### src/rtl/cvra_pkg.sv
// Shared constants, codes and types for the contiguous value run allocator.
// Used by cvra_cell, cvra_ctrl and the top level; depends on nothing.
package cvra_pkg;

	// Window capacity and derived widths
	localparam int SLOTS = 64;
	localparam int IDX_W = (SLOTS > 1) ? $clog2(SLOTS) : 1;
	localparam int CNT_W = $clog2(SLOTS + 1);

	// Fixed field widths
	localparam int VAL_W = 16;
	localparam int LEN_W = 7;
	localparam int OP_W  = 2;
	localparam int CMP_W = (LEN_W > CNT_W) ? LEN_W : CNT_W;

	// Operation codes
	localparam logic [OP_W-1:0] OP_CLEAR = 2'd0;
	localparam logic [OP_W-1:0] OP_MARK  = 2'd1;
	localparam logic [OP_W-1:0] OP_ALLOC = 2'd2;

	// Configuration register indexes
	localparam int CFG_IDX_W = 1;
	localparam logic [CFG_IDX_W-1:0] CFG_MIN = 1'd0;
	localparam logic [CFG_IDX_W-1:0] CFG_MAX = 1'd1;

	// Scan wavefront handed from cell to cell
	typedef struct packed {
		logic             active;
		logic [CNT_W-1:0] run;
	} wave_t;

	// Broadcast command from the controller to every cell
	typedef struct packed {
		logic             clear;
		logic             mark;
		logic [IDX_W-1:0] mark_idx;
		logic             fill;
		logic [IDX_W-1:0] fill_lo;
		logic [IDX_W-1:0] fill_hi;
		logic             launch;
		logic             kill;
		logic [LEN_W-1:0] len;
	} cell_cmd_t;

endpackage

### src/rtl/cvra_cell.sv
// One slot of the usage bitmap plus one stage of the free-run scan wavefront.
// Depends on cvra_pkg.
module cvra_cell
	import cvra_pkg::*;
(
	input  logic             clk,
	input  logic             arst_n,
	input  logic [IDX_W-1:0] index,
	input  cell_cmd_t        cmd,
	input  wave_t            wave_in,
	output wave_t            wave_out,
	output logic             hit
);

	logic             used_q;
	wave_t            wave_q;
	logic [CNT_W-1:0] run_new;

	// Extend or restart the free run at this slot
	assign run_new = used_q ? '0 : wave_in.run + CNT_W'(1);
	assign hit     = wave_in.active && (CMP_W'(run_new) == CMP_W'(cmd.len));
	assign wave_out = wave_q;

	// Hold the used bit; clear, mark or fill it on command
	always_ff @(posedge clk or negedge arst_n) begin
		if (!arst_n) begin
			used_q <= 1'b0;
		end else if (cmd.clear) begin
			used_q <= 1'b0;
		end else if (cmd.mark && cmd.mark_idx == index) begin
			used_q <= 1'b1;
		end else if (cmd.fill && index >= cmd.fill_lo && index <= cmd.fill_hi) begin
			used_q <= 1'b1;
		end
	end

	// Advance the wavefront to the next cell; drop it when the scan ends
	always_ff @(posedge clk or negedge arst_n) begin
		if (!arst_n) begin
			wave_q <= '0;
		end else begin
			wave_q.active <= wave_in.active & ~cmd.kill;
			wave_q.run    <= run_new;
		end
	end

endmodule

### config.mk
export PLATFORM = sky130hd
export DESIGN_NAME = cvra_cell
export DESIGN_NICKNAME = d
export VERILOG_FILES = /design/src/rtl/cvra_pkg.sv /design/src/rtl/cvra_cell.sv
export SDC_FILE = /design/constraint.sdc
export NUM_CORES = 1
export LEC_CHECK = 0
export ABC_AREA = 1
export BUFFER_PORTS_ARGS = -buffer_cell sky130_fd_sc_hd__clkbuf_2
export CAP_MARGIN = 20
export CORE_UTILIZATION = 40
export DETAILED_ROUTE_END_ITERATION = 10
export PLACE_DENSITY_LB_ADDON = 0.15
export SYNTH_ARGS = -nofsm -noshare
export SYNTH_HDL_FRONTEND = slang
export SYNTH_SLANG_ARGS = --single-unit
### constraint.sdc
create_clock -name clk -period 1 [get_ports clk]
set_input_delay 0.1 -clock clk [delete_from_list [all_inputs] [get_ports clk]]
set_output_delay 0.1 -clock clk [all_outputs]
set_load 0.01 [all_outputs]
; Word level (Yosys, flattened, before mapping)
; Index checks and enable logic that the tools add are counted.
[op_classes]
add_sub_neg = 1
magnitude_cmp = 2
n_eq_ne = 2
mux = 4
bitwise_logic = 2
reduce_logical = 5
[ops]
columns = op, count
row1 = "7-bit by 1-bit adder with 7-bit output, second input constant", 1
row2 = 7-bit == test, 1
row3 = 7-bit 2-to-1 mux, 1
row4 = 6-bit == test, 1
row5 = 6-bit >= comparator, 1
row6 = 6-bit less-or-equal comparator, 1
row7 = 1-bit logical AND, 4
row8 = 1-bit 2-to-1 mux, 3
row9 = 3-bit nonzero test, 1
row10 = 1-bit bitwise AND, 1
row11 = 1-bit inverter, 1
[word_totals]
ff_bits = 9
input_bits = 46
out_inout_bits = 9
wordCells = 19

; Logic depth before layout (Yosys ltp)
; Gate-level depths: netlist of run 1.
[depth]
word_depth = 6
depth_mapped = 10

; Worst setup path after synthesis of run 1
; No wires, ideal clock.
[synth_timing]
path_type = reg2out
startpoint = register used_q
endpoint = output hit
arrival_ns = 1.041
required_ns = 0.900
setup_slack_ns = -0.141
stages_incl_launch_ff = 8
path_buffers = 0
cell_sequence = dfrtp_1 nor2_1 xor2_1 nor2_1 nand2_1 nor2_1 nand2_1 nor2_2
[synth_between]
elab_chain_cells = 3
[synth_rtl]
columns = item, line
row1 = from (decl), cvra_cell.sv:15  ; logic used_q;
row2 = from (signal assigned), cvra_cell.sv:27  ; used_q <= 1'b0;
row3 = from (signal assigned), cvra_cell.sv:29  ; used_q <= 1'b0;
row4 = from (signal assigned), cvra_cell.sv:31  ; used_q <= 1'b1;
row5 = 7-bit 2-to-1 mux, cvra_cell.sv:20  ; assign run_new = used_q ? '0 : wave_in.run + CNT_W'(1);
row6 = net run_new[0], cvra_cell.sv:17  ; logic [CNT_W-1:0] run_new;
row7 = 7-bit == test, cvra_cell.sv:21  ; assign hit = wave_in.active && (CMP_W'(run_new) == CMP_W'(cmd.len));
row8 = 1-bit logical AND, cvra_cell.sv:21
row9 = to (decl), cvra_cell.sv:12  ; output logic hit
; The timed path passes the listed nets, and every way through them passes these cells.

; Worst setup path after layout of run 1
[layout_timing]
startpoint = register used_q
endpoint = output hit
[layout_between]
elab_chain_cells = 3
[layout_rtl]
columns = item, line
row1 = 7-bit 2-to-1 mux, cvra_cell.sv:20
row2 = 7-bit == test, cvra_cell.sv:21
row3 = 1-bit logical AND, cvra_cell.sv:21
; Every way passes these cells.

==> flow_results.xml, run 1 <==
<?xml version="1.0" encoding="UTF-8"?>
<metrics>
  <group name="power">
    <metric name="power.leakage" unit="nW">0.9677</metric>
    <metric name="internal_power" unit="mW">0.8406</metric>
    <metric name="clock_power_share" unit="">0.204</metric>
    <metric name="power_frac_seq" unit="">0.332</metric>
    <metric name="swShare" unit="">0.3354</metric>
    <metric name="p_sw" unit="mW">0.4243</metric>
    <metric name="power.combinational.fraction" unit="">0.464</metric>
    <metric name="max-vdd-ir-drop" unit="mV">0.7378</metric>
    <metric name="pwr_density_cell" unit="nW/um^2">818.6</metric>
  </group>
  <group name="sta">
    <metric name="final.setup_skew" unit="ns">0.002699</metric>
    <metric name="setup_total_negative_slack" unit="ns">-0.5257</metric>
    <metric name="final_min_period_over_clock_period" unit="">1.526</metric>
    <metric name="worst_slew_pin_slew" unit="ns">0.2138</metric>
    <metric name="post-route-worst-setup-slack" unit="ns">-0.5257</metric>
    <metric name="report.final.slew_viol_count" unit="">0</metric>
    <metric name="hold_viol" unit="">0</metric>
    <metric name="timing.final.setup_violations" unit="">1</metric>
    <metric name="finalCriticalPeriod" unit="ns">1.526</metric>
    <metric name="grt_setup_unrepaired" unit="">yes</metric>
    <metric name="worst_slew_slack_as_a_fraction_of_its_limit" unit="">0.8575</metric>
    <metric name="max_clock_freq" unit="MHz">655.4</metric>
  </group>
  <group name="run_status">
    <metric name="failed_checks" unit="">negative setup slack</metric>
    <metric name="run_status" unit="">finished, violations left</metric>
  </group>
  <group name="detailed_routing">
    <metric name="remaining_antenna_violation_count_after_routing" unit="">0</metric>
    <metric name="post_drt_wl_per_cell" unit="um">9.629</metric>
    <metric name="drt-total-wl" unit="um">2494</metric>
    <metric name="drc_errors" unit="">0</metric>
    <metric name="route.detailed.vias_per_inst" unit="">4.552</metric>
    <metric name="detailed_router_s_first_iteration_violation_count" unit="">10</metric>
    <metric name="drt_pass1_iterations" unit="">4</metric>
    <metric name="vias" unit="">1179</metric>
  </group>
  <group name="floorplanning">
    <metric name="floorplan.core_area" unit="um^2">2297</metric>
    <metric name="die_height" unit="um">52.12</metric>
    <metric name="die_area" unit="um^2">2716</metric>
    <metric name="initial_core_util" unit="">0.4374</metric>
    <metric name="row_count" unit="">17</metric>
    <metric name="die-width" unit="um">52.12</metric>
    <metric name="ioPinCount" unit="">55</metric>
  </group>
  <group name="grt">
    <metric name="grt_start_max_net_pins" unit="">10</metric>
    <metric name="layer_with_the_highest_usage_after_global_routing" unit="">met2</metric>
    <metric name="grt_pass1_vias" unit="">1050</metric>
    <metric name="global_route.usage.met1" unit="">0.2500</metric>
    <metric name="global_route_wire_length_before_repair" unit="um">4036</metric>
    <metric name="grt_util_all_layers" unit="">0.1954</metric>
    <metric name="grtUsageMet2" unit="">0.3376</metric>
    <metric name="grt_overflow" unit="">0</metric>
    <metric name="antenna_found_initial" unit="">0</metric>
    <metric name="globalRouteMet3Util" unit="">0.02339</metric>
  </group>
  <group name="yosys">
    <metric name="synth_area" unit="um^2">1005</metric>
    <metric name="synth_seq_area_share" unit="">0.2242</metric>
    <metric name="synth_cell_types" unit="">22</metric>
    <metric name="synth.ff_latch_count" unit="">9</metric>
    <metric name="synth_ff_type" unit="">dfrtp_1</metric>
    <metric name="synthCells" unit="">157</metric>
    <metric name="synth-warning-count" unit="">0</metric>
    <metric name="asyncSetResetFlopFracSynth" unit="">1.000</metric>
    <metric name="post_synth.cell_area_avg" unit="um^2">6.399</metric>
    <metric name="syn-num-nets" unit="">216</metric>
    <metric name="synth_edf_count" unit="">0</metric>
  </group>
  <group name="setup_path">
    <metric name="worst-endpoint-required" unit="ns">0.90</metric>
    <metric name="worstPathMaxFanout" unit="">5</metric>
    <metric name="kind_of_capture_point_of_the_worst_setup_path" unit="">primary output</metric>
    <metric name="setup.worst_path.start" unit="">used_q</metric>
    <metric name="critical_path_arrival" unit="ns">1.43</metric>
    <metric name="critical_path.startpoint_type" unit="">flop</metric>
    <metric name="path_cells" unit="">o21ai_1 &gt; nand3_1 &gt; nor2_1 &gt; nand2_1 &gt; nor2_2 &gt; nand2_2 &gt; nor2_4 &gt; buf_6</metric>
    <metric name="setup.reg_to_reg.worst_slack" unit="ns">0.02</metric>
    <metric name="path_delay_family" unit="">simple AND/OR/NAND/NOR gates</metric>
    <metric name="critical_path.reg2reg.startpoint" unit="">used_q</metric>
    <metric name="critPathMaxStageDelay" unit="ns">0.46</metric>
    <metric name="crit_path_top_delay_cell" unit="">dfrtp_2</metric>
    <metric name="worst_path_buffer_plus_inverter_count" unit="">1</metric>
    <metric name="criticalPathCategory" unit="">flop to primary output</metric>
  </group>
  <group name="clock_network">
    <metric name="clk_pin_slew_worst_paths" unit="ns">0.06</metric>
    <metric name="clockBufferDepth" unit="">2</metric>
    <metric name="insertion_delay" unit="ns">0.24</metric>
    <metric name="cts-buffers-inserted" unit="">3</metric>
    <metric name="h-tree-depth" unit="">1</metric>
    <metric name="clock_tree_from_tritoncts" unit="">done</metric>
    <metric name="tritoncts_num_sinks" unit="">9</metric>
    <metric name="clock-root-buffer" unit="">clkbuf_4</metric>
  </group>
  <group name="placed_design">
    <metric name="detailedPlacementHpwl" unit="um">2138</metric>
    <metric name="numPortBuffers" unit="">53</metric>
    <metric name="place.detailed.instances" unit="">248</metric>
    <metric name="finalWeightedCongestion" unit="">0.8284</metric>
  </group>
  <group name="job">
    <metric name="drv.max_cap_violation_count" unit="">0</metric>
  </group>
  <group name="layout">
    <metric name="layoutNonFillerInstCount" unit="">259</metric>
    <metric name="area_growth_syn_to_layout" unit="%">53.80</metric>
    <metric name="final_cell_mix" unit="">52 x clkbuf_2, 36 x inv_1, 35 x nand2_1, 14 x nor2_1, 13 x ha_1</metric>
    <metric name="most_frequent_standard_cell_in_the_layout_excluding_fill_and_tap_cells" unit="">clkbuf_2</metric>
    <metric name="n_antenna_cell" unit="">0</metric>
    <metric name="layout.nets" unit="">291</metric>
    <metric name="drive_gt1_frac" unit="">0.4026</metric>
    <metric name="fillCellCount" unit="">217</metric>
  </group>
  <group name="worst_hold_path">
    <metric name="min_from" unit="">wave_in[7]</metric>
    <metric name="holdCritPathClass" unit="">input port to flop</metric>
  </group>
</metrics>
==> timing repair <==
item | CTS | global route
pin swaps | 6 | 5
gates resized for setup | 6 | 16
buffers inserted | 3 | 1
hold endpoints to repair | 10 | 1
endpoints found under the setup margin | 1 | 5
hold buffers | 2 | 1
==> layout make-up <==
class | count | area, um^2 | area share
inverters | 40 | 156.4 | 0.1012
clock buffers | 4 | 26.28 | 0.01700
flip-flops and latches | 9 | 226.5 | 0.1466
repair buffers | 70 | 421.7 | 0.2729
multi-input cells | 108 | 679.4 | 0.4397
well taps | 28 | 35.03 | 0.02267
==> kinds of logic (layout without fill, tap and decap cells) <==
family	Yosys count	in the layout	share of synthesized area
buf+inv	40	114	0.1507
flops	9	9	0.2242
xor+xnor	2	2	0.01744
simple gates	80	80	0.3674
fa+ha+maj	13	13	0.1619
compound gates	13	13	0.07844
==> path summary, 6_finish.rpt <==
check                              end  cells past startpoint
max                                hit                      8
min                        wave_out[7]                      3
max reg2reg                wave_out[6]                      5
min reg2reg                wave_out[0]                      1
max in group asynchronous       used_q                      2
min in group asynchronous  wave_out[0]                      2
==> synthesized netlist by cell type, types with 3 or more instances <==
library cell	instances	area share
dfrtp_1	9	0.22
o21ai_0	5	0.025
nor2_1	16	0.060
nand4_1	6	0.037
nand3_1	11	0.055
nand2_1	36	0.13
ha_1	13	0.16
a21oi_1	3	0.015
nand2_2	5	0.031
inv_1	38	0.14
==> worst reg2reg max path, stage by stage, from the launching register on <==
cell     delay (ns)
dfrtp_2        0.46
inv_4          0.12
buf_6          0.11
nand3_4        0.07
buf_6          0.12
inv_4          0.04
==> flip-flops by register name, indices dropped and copies added, names as in the netlist <==
| register | count |
|---|---|
| used_q | 1 |
| wave_out | 8 |
==> through the flow <==
step	instance area, um^2	setup slack [ns]	hold WS, ns	power [mW]	util
after floorplan	1012	-0.1163	-0.1956	0.6930	-
after global placement	1388	-0.3463	-0.04244	0.9099	0.6040
after detailed placement	1388	-0.3685	-0.03894	0.9312	0.6040
after CTS	1478	-0.5566	0.006182	1.231	0.6432
after global routing	1545	-0.6728	0.04566	1.387	0.6727
final	1545	-0.5257	0.06519	1.265	0.6727
==> metal layers <==
metal	up-vias	part of all wire
li1	633	-
met4	0	0.0056
met3	2	0.050
met1	512	0.45
met2	32	0.49
met5	-	0
==> power by group through the flow <==
stage / clock, mW / combinational (mW) / sequential [mW]
after floorplan: 0 / 0.254 / 0.439
after global placement: 0 / 0.490 / 0.420
after detailed placement: 0 / 0.508 / 0.423
after CTS: 0.267 / 0.547 / 0.416
after global routing: 0.297 / 0.667 / 0.423
final: 0.259 / 0.587 / 0.420
Power figures use the tool's default switching activity.
==> inputs of run 2 (changes only) <==
Clock period 1 ns to 1.6 ns, I/O delays scaled along.
==> flow_results.xml, run 2 (same netlist as run 1, synthesis figures left out) <==
<?xml version="1.0" encoding="UTF-8"?>
<metrics>
  <group name="run_status">
    <metric name="run_status" unit="">finished, violations left</metric>
    <metric name="failed_checks" unit="">negative setup slack</metric>
  </group>
  <group name="setup_path">
    <metric name="kind_of_capture_point_of_the_worst_setup_path" unit="">primary output</metric>
    <metric name="worst-endpoint-required" unit="ns">1.44</metric>
    <metric name="worstPathMaxFanout" unit="">5</metric>
    <metric name="critical_path_arrival" unit="ns">1.44</metric>
    <metric name="criticalPathCategory" unit="">flop to primary output</metric>
    <metric name="critical_path.startpoint_type" unit="">flop</metric>
  </group>
  <group name="floorplanning">
    <metric name="die_height" unit="um">52.12</metric>
    <metric name="floorplan.core_area" unit="um^2">2297</metric>
    <metric name="row_count" unit="">17</metric>
    <metric name="ioPinCount" unit="">55</metric>
    <metric name="die-width" unit="um">52.12</metric>
    <metric name="initial_core_util" unit="">0.4374</metric>
    <metric name="die_area" unit="um^2">2716</metric>
  </group>
  <group name="power">
    <metric name="pwr_density_cell" unit="nW/um^2">531.3</metric>
    <metric name="power.leakage" unit="nW">0.8906</metric>
    <metric name="max-vdd-ir-drop" unit="mV">0.4307</metric>
    <metric name="total_power" unit="mW">0.7319</metric>
  </group>
  <group name="sta">
    <metric name="hold_viol" unit="">0</metric>
    <metric name="worst_slew_pin_slew" unit="ns">0.2281</metric>
    <metric name="finalCriticalPeriod" unit="ns">1.601</metric>
    <metric name="max_clock_freq" unit="MHz">624.7</metric>
    <metric name="worst_slew_slack_as_a_fraction_of_its_limit" unit="">0.8479</metric>
    <metric name="grt_setup_unrepaired" unit="">yes</metric>
    <metric name="report.final.slew_viol_count" unit="">0</metric>
    <metric name="post-route-worst-setup-slack" unit="ns">-0.0006569</metric>
    <metric name="final_min_period_over_clock_period" unit="">1.000</metric>
    <metric name="final.setup_skew" unit="ns">0.003041</metric>
    <metric name="timing.final.setup_violations" unit="">1</metric>
    <metric name="final.hold.worst_slack" unit="ns">0.05298</metric>
  </group>
  <group name="grt">
    <metric name="grt_util_all_layers" unit="">0.1867</metric>
    <metric name="antenna_found_initial" unit="">0</metric>
    <metric name="grtUsageMet2" unit="">0.3355</metric>
    <metric name="layer_with_the_highest_usage_after_global_routing" unit="">met2</metric>
    <metric name="global_route_wire_length_before_repair" unit="um">3719</metric>
    <metric name="global_route.usage.met1" unit="">0.2195</metric>
    <metric name="grt_overflow" unit="">0</metric>
    <metric name="grt_start_max_net_pins" unit="">10</metric>
    <metric name="grt_pass1_vias" unit="">986</metric>
    <metric name="globalRouteMet3Util" unit="">0.02047</metric>
  </group>
  <group name="placed_design">
    <metric name="finalWeightedCongestion" unit="">0.7832</metric>
    <metric name="placed_area" unit="um^2">1313</metric>
    <metric name="numPortBuffers" unit="">53</metric>
    <metric name="dp_slack" unit="ns">0.1057</metric>
    <metric name="detailedPlacementHpwl" unit="um">2049</metric>
  </group>
  <group name="job">
    <metric name="drv.max_cap_violation_count" unit="">0</metric>
  </group>
  <group name="detailed_routing">
    <metric name="drt_pass1_iterations" unit="">4</metric>
    <metric name="vias" unit="">1122</metric>
    <metric name="drc_errors" unit="">0</metric>
    <metric name="route.detailed.vias_per_inst" unit="">4.561</metric>
    <metric name="detailed_router_s_first_iteration_violation_count" unit="">18</metric>
    <metric name="remaining_antenna_violation_count_after_routing" unit="">0</metric>
    <metric name="drt-total-wl" unit="um">2320</metric>
    <metric name="post_drt_wl_per_cell" unit="um">9.431</metric>
  </group>
  <group name="clock_network">
    <metric name="clockBufferDepth" unit="">2</metric>
    <metric name="h-tree-depth" unit="">1</metric>
    <metric name="clock_tree_from_tritoncts" unit="">done</metric>
    <metric name="clock-root-buffer" unit="">clkbuf_4</metric>
    <metric name="insertion_delay" unit="ns">0.25</metric>
    <metric name="cts-buffers-inserted" unit="">3</metric>
    <metric name="tritoncts_num_sinks" unit="">9</metric>
    <metric name="clk_pin_slew_worst_paths" unit="ns">0.06</metric>
  </group>
  <group name="layout">
    <metric name="fillCellCount" unit="">218</metric>
    <metric name="most_frequent_standard_cell_in_the_layout_excluding_fill_and_tap_cells" unit="">clkbuf_2</metric>
    <metric name="largest_register_ffs" unit="">8</metric>
    <metric name="n_antenna_cell" unit="">0</metric>
    <metric name="multi_input_comb_area" unit="um^2">640.6</metric>
    <metric name="layout.nets" unit="">278</metric>
    <metric name="drive_gt1_frac" unit="">0.3440</metric>
    <metric name="ff_latch_area" unit="um^2">226.5</metric>
    <metric name="area_growth_syn_to_layout" unit="%">37.11</metric>
    <metric name="stdcell_area" unit="um^2">1378</metric>
    <metric name="final_cell_mix" unit="">53 x clkbuf_2, 38 x inv_1, 36 x nand2_1, 15 x nor2_1, 13 x ha_1</metric>
  </group>
  <group name="worst_hold_path">
    <metric name="holdCritPathClass" unit="">input port to flop</metric>
  </group>
</metrics>
-- run 2: changes by cell type in the layout (fill, tap and decap cells not counted), moves of 2 or more --
cell           change
inv_4              -2
nand3_1            +2
inv_1              +2
buf_4              -7
buf_6              -5
dlygate4sd3_1      -2
nand3_4            -2
-- run 2: metrics by stage --
stage                     setup TNS, ns  std cells  utilization
after global routing            -0.1227        246       0.5997
after floorplan                       0        157            -
final                        -0.0006569        246       0.5997
after global placement                0        239       0.5714
after detailed placement              0        239       0.5714
after CTS                      -0.01107        246       0.5970
-- run 2: power by group --
group          switching (mW)  internal (mW)
clock network          0.0706         0.0955
logic                   0.166          0.139
registers             0.00989          0.251
-- run 2: layout make-up --
type,count,share of cell area
repair buffers,57,0.2162
clock buffers,4,0.01907
well taps,28,0.02543
inverters,40,0.1099
flip-flops and latches,9,0.1644
multi-input cells,108,0.4650
-- run 2: repair_timing --
action | CTS | global route
buffers inserted | 2 | 0
hold buffers | 1 | 0
setup endpoints to repair | 1 | 1
gates resized for setup | 3 | 2
pin swaps | 4 | 1
endpoints found under the hold margin | 9 | 0
-- run 2: final timing paths --
path / from / to / slack, ns / cells after the start
setup / recovery: used_q / hit / -0.0007 / 7
hold / removal: cmd[29] / used_q / 0.05 / 2
setup reg to reg: used_q / wave_out[6] / 0.67 / 4
hold reg to reg: used_q / wave_out[0] / 0.52 / 1
max in group asynchronous: arst_n / used_q / 1.10 / 2
min in group asynchronous: arst_n / wave_out[1] / 0.29 / 2
-- run 2: worst max-delay path, cell delays in order (launching register included) --
cell      delay [ns]
dfrtp_2         0.45
inv_2           0.13
nand3_2         0.10
xnor2_1         0.13
nor2_1          0.10
nand2_1         0.07
nor2_2          0.09
clkbuf_2        0.13
-- run 2: metal layers --
layer | part of all wire | routed length, um
met1 | 0.46 | 1072
met2 | 0.48 | 1110
met4 | 0.0060 | 14
met3 | 0.053 | 123
met5 | 0 | 0
==> inputs of run 3 (changes only) <==
Settings changed: CORE_UTILIZATION 40 to 44.
==> flow_results.xml, run 3 (same netlist as run 1, synthesis figures left out) <==
<?xml version="1.0" encoding="UTF-8"?>
<metrics>
  <group name="detailed_routing">
    <metric name="vias" unit="">1161</metric>
    <metric name="route.detailed.vias_per_inst" unit="">4.681</metric>
    <metric name="drc_errors" unit="">0</metric>
    <metric name="post_drt_wl_per_cell" unit="um">9.710</metric>
    <metric name="remaining_antenna_violation_count_after_routing" unit="">0</metric>
    <metric name="drt-total-wl" unit="um">2408</metric>
    <metric name="detailed_router_s_first_iteration_violation_count" unit="">13</metric>
    <metric name="drt_pass1_iterations" unit="">4</metric>
  </group>
  <group name="setup_path">
    <metric name="worst-endpoint-required" unit="ns">1.44</metric>
    <metric name="worstPathMaxFanout" unit="">5</metric>
    <metric name="path_delay_family" unit="">flip-flops</metric>
    <metric name="critPathMaxStageDelay" unit="ns">0.46</metric>
    <metric name="r2r-end" unit="">wave_out[5]</metric>
    <metric name="setup.reg_to_reg.worst_slack" unit="ns">0.65</metric>
    <metric name="critical_path_arrival" unit="ns">1.42</metric>
    <metric name="crit_path_top_delay_cell" unit="">dfrtp_2</metric>
    <metric name="path_cells" unit="">o21ai_1 &gt; nand3_1 &gt; nor2_1 &gt; nand2_1 &gt; nor2_1 &gt; nand2_1 &gt; nor2_2 &gt; buf_2</metric>
    <metric name="critical_path.startpoint_type" unit="">flop</metric>
    <metric name="criticalPathCategory" unit="">flop to primary output</metric>
    <metric name="worst_path_buffer_plus_inverter_count" unit="">1</metric>
    <metric name="critical_path.reg2reg.startpoint" unit="">used_q</metric>
    <metric name="setup.worst_path.start" unit="">used_q</metric>
    <metric name="timing.reg2reg.worst_path_depth" unit="">4</metric>
    <metric name="kind_of_capture_point_of_the_worst_setup_path" unit="">primary output</metric>
  </group>
  <group name="sta">
    <metric name="final_min_period_over_clock_period" unit="">0.9848</metric>
    <metric name="worst_slew_slack_as_a_fraction_of_its_limit" unit="">0.8468</metric>
    <metric name="final.setup_skew" unit="ns">0.002463</metric>
    <metric name="worst_slew_pin_slew" unit="ns">0.2290</metric>
    <metric name="setup_total_negative_slack" unit="ns">0</metric>
    <metric name="finalCriticalPeriod" unit="ns">1.576</metric>
    <metric name="max_clock_freq" unit="MHz">634.7</metric>
    <metric name="grt_setup_unrepaired" unit="">yes</metric>
    <metric name="post-route-worst-setup-slack" unit="ns">0.02439</metric>
    <metric name="timing.final.setup_violations" unit="">0</metric>
    <metric name="hold_viol" unit="">0</metric>
    <metric name="report.final.slew_viol_count" unit="">0</metric>
  </group>
  <group name="power">
    <metric name="pwr_density_cell" unit="nW/um^2">528.7</metric>
    <metric name="max-vdd-ir-drop" unit="mV">0.3806</metric>
    <metric name="power.leakage" unit="nW">0.9195</metric>
  </group>
  <group name="floorplanning">
    <metric name="die_height" unit="um">49.79</metric>
    <metric name="ioPinCount" unit="">55</metric>
    <metric name="initial_core_util" unit="">0.4873</metric>
    <metric name="die_area" unit="um^2">2479</metric>
    <metric name="floorplan.core_area" unit="um^2">2062</metric>
    <metric name="die-width" unit="um">49.79</metric>
    <metric name="row_count" unit="">16</metric>
  </group>
  <group name="clock_network">
    <metric name="cts-buffers-inserted" unit="">3</metric>
    <metric name="tritoncts_num_sinks" unit="">9</metric>
    <metric name="insertion_delay" unit="ns">0.25</metric>
    <metric name="clockBufferDepth" unit="">2</metric>
    <metric name="clk_pin_slew_worst_paths" unit="ns">0.05</metric>
    <metric name="h-tree-depth" unit="">1</metric>
    <metric name="clock_tree_from_tritoncts" unit="">done</metric>
    <metric name="clock-root-buffer" unit="">clkbuf_4</metric>
  </group>
  <group name="grt">
    <metric name="grt_start_max_net_pins" unit="">10</metric>
    <metric name="grt_util_all_layers" unit="">0.2105</metric>
    <metric name="global_route_wire_length_before_repair" unit="um">3981</metric>
    <metric name="grt_overflow" unit="">0</metric>
    <metric name="grt_pass1_vias" unit="">1024</metric>
    <metric name="antenna_found_initial" unit="">0</metric>
  </group>
  <group name="layout">
    <metric name="fillCellCount" unit="">192</metric>
    <metric name="layout.nets" unit="">281</metric>
    <metric name="largest_register_ffs" unit="">8</metric>
    <metric name="ff_latch_area" unit="um^2">226.5</metric>
    <metric name="most_frequent_standard_cell_in_the_layout_excluding_fill_and_tap_cells" unit="">clkbuf_2</metric>
    <metric name="stdcell_area" unit="um^2">1436</metric>
    <metric name="multi_input_comb_area" unit="um^2">665.6</metric>
    <metric name="n_antenna_cell" unit="">0</metric>
    <metric name="final_cell_mix" unit="">52 x clkbuf_2, 38 x inv_1, 36 x nand2_1, 15 x nor2_1, 13 x ha_1</metric>
    <metric name="area_growth_syn_to_layout" unit="%">42.96</metric>
    <metric name="drive_gt1_frac" unit="">0.3620</metric>
  </group>
  <group name="worst_hold_path">
    <metric name="min_to" unit="">used_q</metric>
    <metric name="min_from" unit="">cmd[29]</metric>
    <metric name="min_delay_path_depth" unit="">2</metric>
    <metric name="holdCritPathClass" unit="">input port to flop</metric>
  </group>
  <group name="placed_design">
    <metric name="detailedPlacementHpwl" unit="um">2009</metric>
    <metric name="dp_slack" unit="ns">0.1226</metric>
    <metric name="numPortBuffers" unit="">53</metric>
    <metric name="finalWeightedCongestion" unit="">0.8154</metric>
    <metric name="placed_area" unit="um^2">1311</metric>
  </group>
  <group name="run_status">
    <metric name="run_status" unit="">complete, no violations</metric>
  </group>
  <group name="job">
    <metric name="drv.max_cap_violation_count" unit="">0</metric>
  </group>
</metrics>
run 3: area by class of cell:
class | instances | share of cell area
Clock buffer | 4 | 0.01829
Inverter | 40 | 0.1089
Multi-Input combinational cell | 108 | 0.4634
Sequential cell | 9 | 0.1577
Tap cell | 27 | 0.02352
Timing Repair Buffer | 60 | 0.2282
run 3: power breakdown:
group	total, mW	internal [mW]	switching (mW)
Clock	0.164	0.0954	0.0685
Sequential	0.262	0.251	0.0109
Combinational	0.334	0.156	0.178
Total	0.759	0.502	0.257
run 3: per-layer routing:
layer | vias up | share of wire | GRT usage
met1 | 501 | 0.45 | 0.2615
met5 | - | 0 | 0
met4 | 0 | 0.0079 | 0.07143
li1 | 617 | - | -
met3 | 2 | 0.043 | 0.02160
met2 | 41 | 0.50 | 0.3739
run 3: through the flow:
stage | cells | util | total power, mW | hold WS, ns
2_1_floorplan | 157 | - | 0.4308 | -0.1356
3_3_place_gp | 238 | 0.6359 | 0.5440 | 0.01799
3_5_place_dp | 238 | 0.6359 | 0.5572 | 0.01893
4_1_cts | 248 | 0.6754 | 0.7491 | 0.05275
5_1_grt | 248 | 0.6966 | 0.8317 | 0.04803
6_report | 248 | 0.6966 | 0.7594 | 0.05710
run 3: how the worst max path moves through the flow:
stage	end	depth (start not counted)
2_1_floorplan	hit	9
3_3_place_gp	hit	11
3_5_place_dp	hit	11
4_1_cts	hit	8
5_1_grt	hit	9
6_report	hit	8
run 3: worst register-to-register path, stage by stage (launching register included):
cell and delay, ns:
dfrtp_2 0.45, clkinv_4 0.12, buf_4 0.16, nand3_2 0.08, inv_1 0.04
run 3: repair_timing:
item	CTS	global route
endpoints found under the setup margin	1	1
gates resized for setup	3	11
pin swaps	5	8
buffers inserted	5	0
endpoints found under the hold margin	9	0
cloned	0	0
hold buffers	1	0
